===== config.mk =====
export PLATFORM = sky130hd
export DESIGN_NAME = alsfa_ctrl
export DESIGN_NICKNAME = d
export VERILOG_FILES = /design/src/rtl/core/alsfa_pkg.sv /design/src/rtl/core/alsfa_ctrl.sv
export SDC_FILE = /design/constraint.sdc
export NUM_CORES = 1
export LEC_CHECK = 0
export BUFFER_PORTS_ARGS = -buffer_cell sky130_fd_sc_hd__buf_2
export CORE_MARGIN = 2
export CORE_UTILIZATION = 30
export CTS_BUF_LIST = sky130_fd_sc_hd__clkbuf_4
export DETAILED_ROUTE_END_ITERATION = 12
export GPL_TIMING_DRIVEN = 0
export HOLD_SLACK_MARGIN = 0.05
export PLACE_DENSITY = 0.62
export SLEW_MARGIN = 25
export SYNTH_ARGS = -nofsm -noshare
export SYNTH_HDL_FRONTEND = slang
export SYNTH_SLANG_ARGS = --single-unit

===== constraint.sdc =====
create_clock -name clock -period 2.4 [get_ports clock]
set_input_delay 0 -clock clock [delete_from_list [all_inputs] [get_ports clock]]
set_output_delay 0 -clock clock [all_outputs]
set_load 0.03 [all_outputs]

===== src/rtl/core/alsfa_pkg.sv =====
// Package: types, constants and helpers for the feasible-ascent line search core.
`default_nettype none
package alsfa_pkg;
   localparam int Dims   = 8;
   localparam int Rows   = 32;
   localparam int Trials = 8;
   localparam int DimW   = $clog2(Dims);
   localparam int RowW   = $clog2(Rows);
   localparam int TrialW = $clog2(Trials);
   localparam int MemW   = RowW + DimW;

   typedef enum logic [2:0] {
      FUNC_MATRIX = 3'd0,
      FUNC_BOUND  = 3'd1,
      FUNC_COEFF  = 3'd2,
      FUNC_CENTER = 3'd3,
      FUNC_SEARCH = 3'd4
   } func_type;

   typedef enum logic [2:0] {
      ST_IDLE, ST_CENTER, ST_TRIAL, ST_ROW, ST_OBJ, ST_DONE
   } state_type;

   // controller -> datapath
   typedef struct packed {
      logic             load;       // apply a load beat
      logic             start;      // latch search operands
      logic             acc_clear;  // zero accumulator
      logic             mac;        // one product into accumulator
      logic             mac_obj;    // product uses objective coefficient
      logic [DimW-1:0]  dim;
      logic [RowW-1:0]  row;
      logic [TrialW-1:0] trial;
      logic             trial_point; // use shifted axis coordinate
      logic             save_center;
      logic             row_check;   // compare accumulator to bound
      logic             obj_check;   // compare trial objective
      logic             finish;      // load output register
   } cmd_type;

   // datapath -> controller
   typedef struct packed {
      logic axis_ok;
      logic busy;       // checks still in the multiply-accumulate pipeline
   } stat_type;

   function automatic logic signed [63:0] sat_add(
      input logic signed [63:0] a, input logic signed [63:0] b);
      logic signed [64:0] s;
      s = {a[63], a} + {b[63], b};
      if (s[64] != s[63]) sat_add = s[64] ? {1'b1, 63'd0} : {1'b0, {63{1'b1}}};
      else sat_add = s[63:0];
   endfunction

   function automatic logic signed [4:0] trial_shift(input logic [TrialW-1:0] k);
      logic signed [7:0] kk;
      kk = 8'(k);
      if (kk < 8'(Trials / 2)) trial_shift = 5'(kk - 8'(Trials / 2));
      else trial_shift = 5'(kk - 8'(Trials / 2) + 8'sd1);
   endfunction
endpackage
`default_nettype wire


===== src/rtl/core/alsfa_ctrl.sv =====
// Controller: takes load beats while idle and sequences the multiply-accumulate walk of a search.
`default_nettype none
module alsfa_ctrl (
   input  wire logic clock,
   input  wire logic reset,
   input  wire logic in_valid,
   output logic      in_ready,
   input  wire logic [2:0] in_func,
   input  wire logic rsp_busy,
   input  wire alsfa_pkg::stat_type stat,
   output alsfa_pkg::cmd_type cmd
);
   alsfa_pkg::state_type state_ff, state_in;
   logic [alsfa_pkg::DimW-1:0]   dim_ff, dim_in;
   logic [alsfa_pkg::RowW-1:0]   row_ff, row_in;
   logic [alsfa_pkg::TrialW-1:0] trial_ff, trial_in;

   always_ff @(posedge clock) begin
      if (reset) begin
         state_ff <= alsfa_pkg::ST_IDLE;
         dim_ff   <= '0;
         row_ff   <= '0;
         trial_ff <= '0;
      end else begin
         state_ff <= state_in;
         dim_ff   <= dim_in;
         row_ff   <= row_in;
         trial_ff <= trial_in;
      end
   end

   always_comb begin
      logic last_dim;
      last_dim = (dim_ff == alsfa_pkg::DimW'(alsfa_pkg::Dims - 1));
      state_in = state_ff;
      dim_in   = dim_ff;
      row_in   = row_ff;
      trial_in = trial_ff;
      cmd      = '0;
      cmd.dim  = dim_ff;
      cmd.row  = row_ff;
      cmd.trial = trial_ff;
      in_ready = 1'b0;
      unique case (state_ff)
         alsfa_pkg::ST_IDLE: begin
            in_ready = 1'b1;
            if (in_valid) begin
               if (in_func == alsfa_pkg::FUNC_SEARCH) begin
                  cmd.start     = 1'b1;
                  cmd.acc_clear = 1'b1;
                  dim_in   = '0;
                  state_in = alsfa_pkg::ST_CENTER;
               end else begin
                  cmd.load = 1'b1;
               end
            end
         end
         alsfa_pkg::ST_CENTER: begin
            cmd.mac = 1'b1;
            cmd.mac_obj = 1'b1;
            dim_in = dim_ff + 1'b1;
            if (last_dim) begin
               cmd.save_center = 1'b1;
               trial_in = '0;
               row_in   = '0;
               dim_in   = '0;
               state_in = stat.axis_ok ? alsfa_pkg::ST_TRIAL : alsfa_pkg::ST_DONE;
            end
         end
         alsfa_pkg::ST_TRIAL: begin
            cmd.acc_clear = 1'b1;
            dim_in   = '0;
            state_in = alsfa_pkg::ST_ROW;
         end
         alsfa_pkg::ST_ROW: begin
            cmd.mac = 1'b1;
            cmd.trial_point = 1'b1;
            dim_in = dim_ff + 1'b1;
            if (last_dim) begin
               cmd.row_check = 1'b1;
               dim_in = '0;
               state_in = alsfa_pkg::ST_TRIAL;
               if (row_ff == alsfa_pkg::RowW'(alsfa_pkg::Rows - 1)) begin
                  row_in = '0;
                  state_in = alsfa_pkg::ST_OBJ;
               end else begin
                  row_in = row_ff + 1'b1;
               end
            end
         end
         alsfa_pkg::ST_OBJ: begin
            cmd.mac = 1'b1;
            cmd.mac_obj = 1'b1;
            cmd.trial_point = 1'b1;
            dim_in = dim_ff + 1'b1;
            if (last_dim) begin
               cmd.obj_check = 1'b1;
               dim_in = '0;
               if (trial_ff == alsfa_pkg::TrialW'(alsfa_pkg::Trials - 1)) begin
                  state_in = alsfa_pkg::ST_DONE;
               end else begin
                  trial_in = trial_ff + 1'b1;
                  state_in = alsfa_pkg::ST_TRIAL;
               end
            end
         end
         alsfa_pkg::ST_DONE: begin
            // hold until the last check has landed and the output register is free
            if (!rsp_busy && !stat.busy) begin
               cmd.finish = 1'b1;
               state_in = alsfa_pkg::ST_IDLE;
            end
         end
         default: state_in = alsfa_pkg::ST_IDLE;
      endcase
   end
endmodule
`default_nettype wire


# == Word level (Yosys, flattened, before mapping) ==
# Cells that the tools add are included.
# totals
ram_bits,0
input_bits,9
output_inout_bits,22
romBits,0
mem_count,0
latchBits,0
regBits,14
# op_classes
reduce_logical,14
n_eq_ne,16
div,0
mux,37
n_mul,0
add_sub_neg,3
n_shift,0
n_lt_le_gt_ge,0
bitwise_logic,0
# ops
op,n
3-bit two-way mux,16
3-bit case mux with 6 select lines,1
"3-bit equality test, second input constant",5
5-bit two-way mux,3
"2-bit != test, second input constant",7
1-bit two-way mux,11
5-bit case mux with 2 select lines,1
3-bit case mux with 3 select lines,1
"3-bit by 1-bit adder with 3-bit output, second input constant",2
"3-bit by 2-bit equality test with 1-bit output, second input constant",2
3-bit case mux with 2 select lines,1
3-bit AND reduction,2
6-bit AND reduction,1
"5-bit by 1-bit adder with 5-bit output, second input constant",1
"5-bit equality test, second input constant",1
2-bit two-way mux,2
4-bit AND reduction,1
2-bit nonzero test,2
2-bit OR reduction,2
"3-bit by 1-bit equality test with 1-bit output, second input constant",1
3-bit logical NOT,1
3-bit nonzero test,1
3-bit OR reduction,1
1-bit logical NOT,2
2 further kinds,2

# == Logic depth before layout (Yosys ltp) ==
# logic_depth
depth_word,4
depth_mapped,7
ltp_nobuf,7

# == Worst setup path after synthesis ==
# No wires, ideal clock.
# synth_timing
path_kind,flip-flop to flip-flop
startpoint,register row_ff[0] in the netlist's numbering
endpoint,register row_ff[2] in the netlist's numbering
setup_ns,0.070
required_ns,2.330
stages_incl_launch_ff,7
arrival_ns,1.938
path_slack_ns,0.393
path_cell_list,dfxtp_1 -> ha_1 -> and3_1 -> ha_1 -> or3_1 -> or3b_1 -> a21oi_1
# synth_via
elab_chain_cells,4
word_cells_on_any_way,5
classes_between,add/sub (1); eq/ne (1); mux (3)
# synth_rtl
item,line_no,source
start: declaration,alsfa_ctrl.sv:15,"logic [alsfa_pkg::RowW-1:0] row_ff, row_in;"
start signal: assignment,alsfa_ctrl.sv:27,row_ff <= row_in;
5-bit by 1-bit adder with 5-bit output / 5-bit equality test (equally long branches),"alsfa_ctrl.sv:87, alsfa_ctrl.sv:83",
5-bit two-way mux *,alsfa_ctrl.sv:83,if (row_ff == alsfa_pkg::RowW'(alsfa_pkg::Rows - 1)) begin
5-bit two-way mux *,alsfa_ctrl.sv:79,if (last_dim) begin
5-bit case mux with 2 select lines *,alsfa_ctrl.sv:44,unique case (state_ff)
# Mark *: on every way between the ends. The rest lies on a longest branch, timed or not. The select of a mux whose other input is x is not followed.
# A chain may end at the register's enable or synchronous reset.

# == Worst setup path after layout ==
# Ends and elaborated chain as after synthesis.

==> flow_summary.ini <==
[placement]
io_buffers = 30
placed_area_sq_um = 1090
gp_congestion = 0.856
dpl.hpwl_um = 1720

[setup_path]
r2r_end = row_ff[2]
cp.arrival_ns = 2.24
r2r_slack_ns = 0.38
regToRegStartpoint = row_ff[0]
cp.required_ns = 2.63
cp_max_fo = 5
cp-start-kind = flop
end_kind = flop
crit_type = reg -> reg
ff2ff_path_depth = 6

[layout]
diodes = 0
fin_area_sq_um = 1120
fin_nets = 161
area_growth_pct = 25.1
drive_gt1_share_pct = 29.0
layout_common_cells = buf_2 (30), dfxtp_1 (14), nand2_1 (10), a21oi_1 (9), nor2_1 (9)
mostFrequentLayoutCell = buf_2

[sta]
period_minus_slack_ns = 2.02
setup-violations-final = 0
skew_ns = 0.00133
timing.hold.ws_ns = 0.108
fin_setup_tns_ns = 0
slew_viol_final = 0
max_slew.worst_pin.slew_ns = 0.436
slew_headroom_pct = 70.9
period_share_pct = 84.1
rsz0062_at_grt = false
fmax_mhz = 496
hold_viol_final = 0

[die]
die_w_um = 58.7
ios = 31
die_area_sq_um = 3440
fp-row-count = 19
fp.dieH_um = 58.7
core-area_sq_um = 2810
start_util_pct = 32.0

[clocking]
htree_levels = 1
path_clk_slew_ns = 0.09
numCtsBuffers = 3
clockBufferDepth = 2
clock_insertion_delay_worst_skew_ns = 0.29
cts_sinks = 14
cts_tree = built
root_buffer = clkbuf_4

[power]
p_leak_uw = 0.000559
irDropWorstVdd_uv = 636
power_density_nw_per_um2 = 939

[outcome]
violations = design-rule violations
status = complete, but fails checks

[detailed_routing]
avgRoutedWirePerCell_um = 12.3
drt_first_pass_iters = 8
dr_total_vias = 931
dr.first_iter.drc_count = 24
wirelength_um = 2160
ant_nets = 0
drc = 1
vias_per_cell = 5.29

[synth]
synth.ff_latch_count = 14
syn-num-nets = 125
synth_edf_count = 0
ys_types = 34
avgSynthCellArea_sq_um = 8.16
synthCells = 110
syn_area_sq_um = 897
ys_warn_count = 0
seq_area_frac_synth_pct = 31.2
ys.flop_type = dfxtp_1
synthArstFlopShare_pct = 0

[grt]
grtUsageTotal_pct = 13.8
grt_pass1_wl_um = 3630
grt_max_degree = 11
grt_pass1_vias = 866
grtUsageMet1_pct = 15.7
grt_use_met2_pct = 24.2
antenna_found_initial = 0
busiest_layer = met2
globalRouteMet3Util_pct = 3.30
grt_overflow = 0

[hold_path]
whs_path_depth = 4
worstHoldStart = rsp_busy
holdCritPathClass = in -> reg
min_to = state_ff[1]

[run]
maxCapViolCount = 0
repair_timing:
action / in CTS / in global routing
resized for setup: 0 / 0
buffers inserted: 0 / 0
hold buffers: 1 / 0
hold endpoints to repair: 4 / 0
report_power, final:
part | internal [uW] | total [uW] | switching, uW
registers | 263 | 292 | 28.6
clock network | 60.5 | 145 | 84.7
logic | 225 | 617 | 392
total | 549 | 1050 | 505
cell type report:
| class | instances | area (sq um) |
|---|---|---|
| fillers | 306 | 1680 |
| multi-input cells | 87 | 568 |
| flip-flops and latches | 14 | 280 |
| repair buffers | 31 | 160 |
| well taps | 31 | 38.8 |
| plain buffers | 5 | 33.8 |
| clock buffers | 3 | 22.5 |
| inverters | 4 | 15.0 |
| clock inverters | 1 | 3.75 |
state kept, by name (all words and copies together) (netlist names):
register,flops
trial_ff,3
state_ff,3
dim_ff,3
row_ff,5
cells in the mapped netlist (2+ instances only):
| library cell | count | area (sq um) |
|---|---|---|
| a21oi_1 | 9 | 45.0 |
| a221oi_1 | 2 | 17.5 |
| a22oi_1 | 2 | 15.0 |
| and2_1 | 2 | 12.5 |
| and3_1 | 3 | 18.8 |
| buf_4 | 2 | 15.0 |
| clkbuf_1 | 2 | 7.51 |
| dfxtp_1 | 14 | 280 |
| ha_1 | 6 | 75.1 |
| inv_1 | 4 | 15.0 |
| nand2_1 | 10 | 37.5 |
| nand2b_1 | 4 | 25.0 |
| nand3_1 | 5 | 25.0 |
| nand3b_1 | 2 | 15.0 |
| nor2_1 | 9 | 33.8 |
| nor3_1 | 2 | 10.0 |
| nor3b_1 | 5 | 37.5 |
| o21ai_0 | 3 | 15.0 |
| or2_2 | 4 | 25.0 |
| or3_1 | 5 | 31.3 |
| or3b_1 | 2 | 17.5 |
worst max-delay path: stages (launching register included):
cell and delay (ns):
dfxtp_1 0.35, ha_1 0.23, and3_1 0.20, ha_1 0.24
or3_1 0.43, or3b_1 0.38, a21oi_1 0.14
cells by family (layout without fill, tap and decap cells):
logic type / Yosys count / after routing / synth area share, %
adder cells (fa/ha/maj): 6 / 6 / 8.37
buffers and inverters: 9 / 44 / 5.44
AND/OR/NAND/NOR: 57 / 57 / 37.1
flip-flops: 14 / 14 / 31.2
multiplexers: 2 / 2 / 2.37
AO/OA/AOI/OAI: 22 / 22 / 15.5
how the worst max path moves through the flow:
stage | start | to | slack [ns] | cells after the start
floorplan | row_ff[0] | row_ff[2] | 0.39 | 6
detailed placement | row_ff[0] | row_ff[2] | 0.39 | 6
global route | row_ff[0] | row_ff[2] | 0.28 | 6
finish | row_ff[0] | row_ff[2] | 0.38 | 6
global placement | row_ff[0] | row_ff[2] | 0.42 | 6
CTS | row_ff[0] | row_ff[2] | 0.37 | 6
metal layers:
| layer | wire (um) | part of all wire [%] |
|---|---|---|
| met1 | 953 | 44 |
| met2 | 1070 | 50 |
| met3 | 90 | 4.2 |
| met4 | 42 | 1.9 |
| met5 | 0 | 0 |
metrics by stage:
stage          instances  total power [uW]  setup WS (ns)  utilization [%]
3_5_place_dp         171               908          0.392             38.7
4_1_cts              176              1060          0.372             40.0
2_1_floorplan        110               763          0.393                -
6_report             176              1050          0.383             40.0
3_3_place_gp         171               901          0.422             38.7
5_1_grt              176              1130          0.276             40.0
No activity file was read; power rests on OpenSTA's default activity.
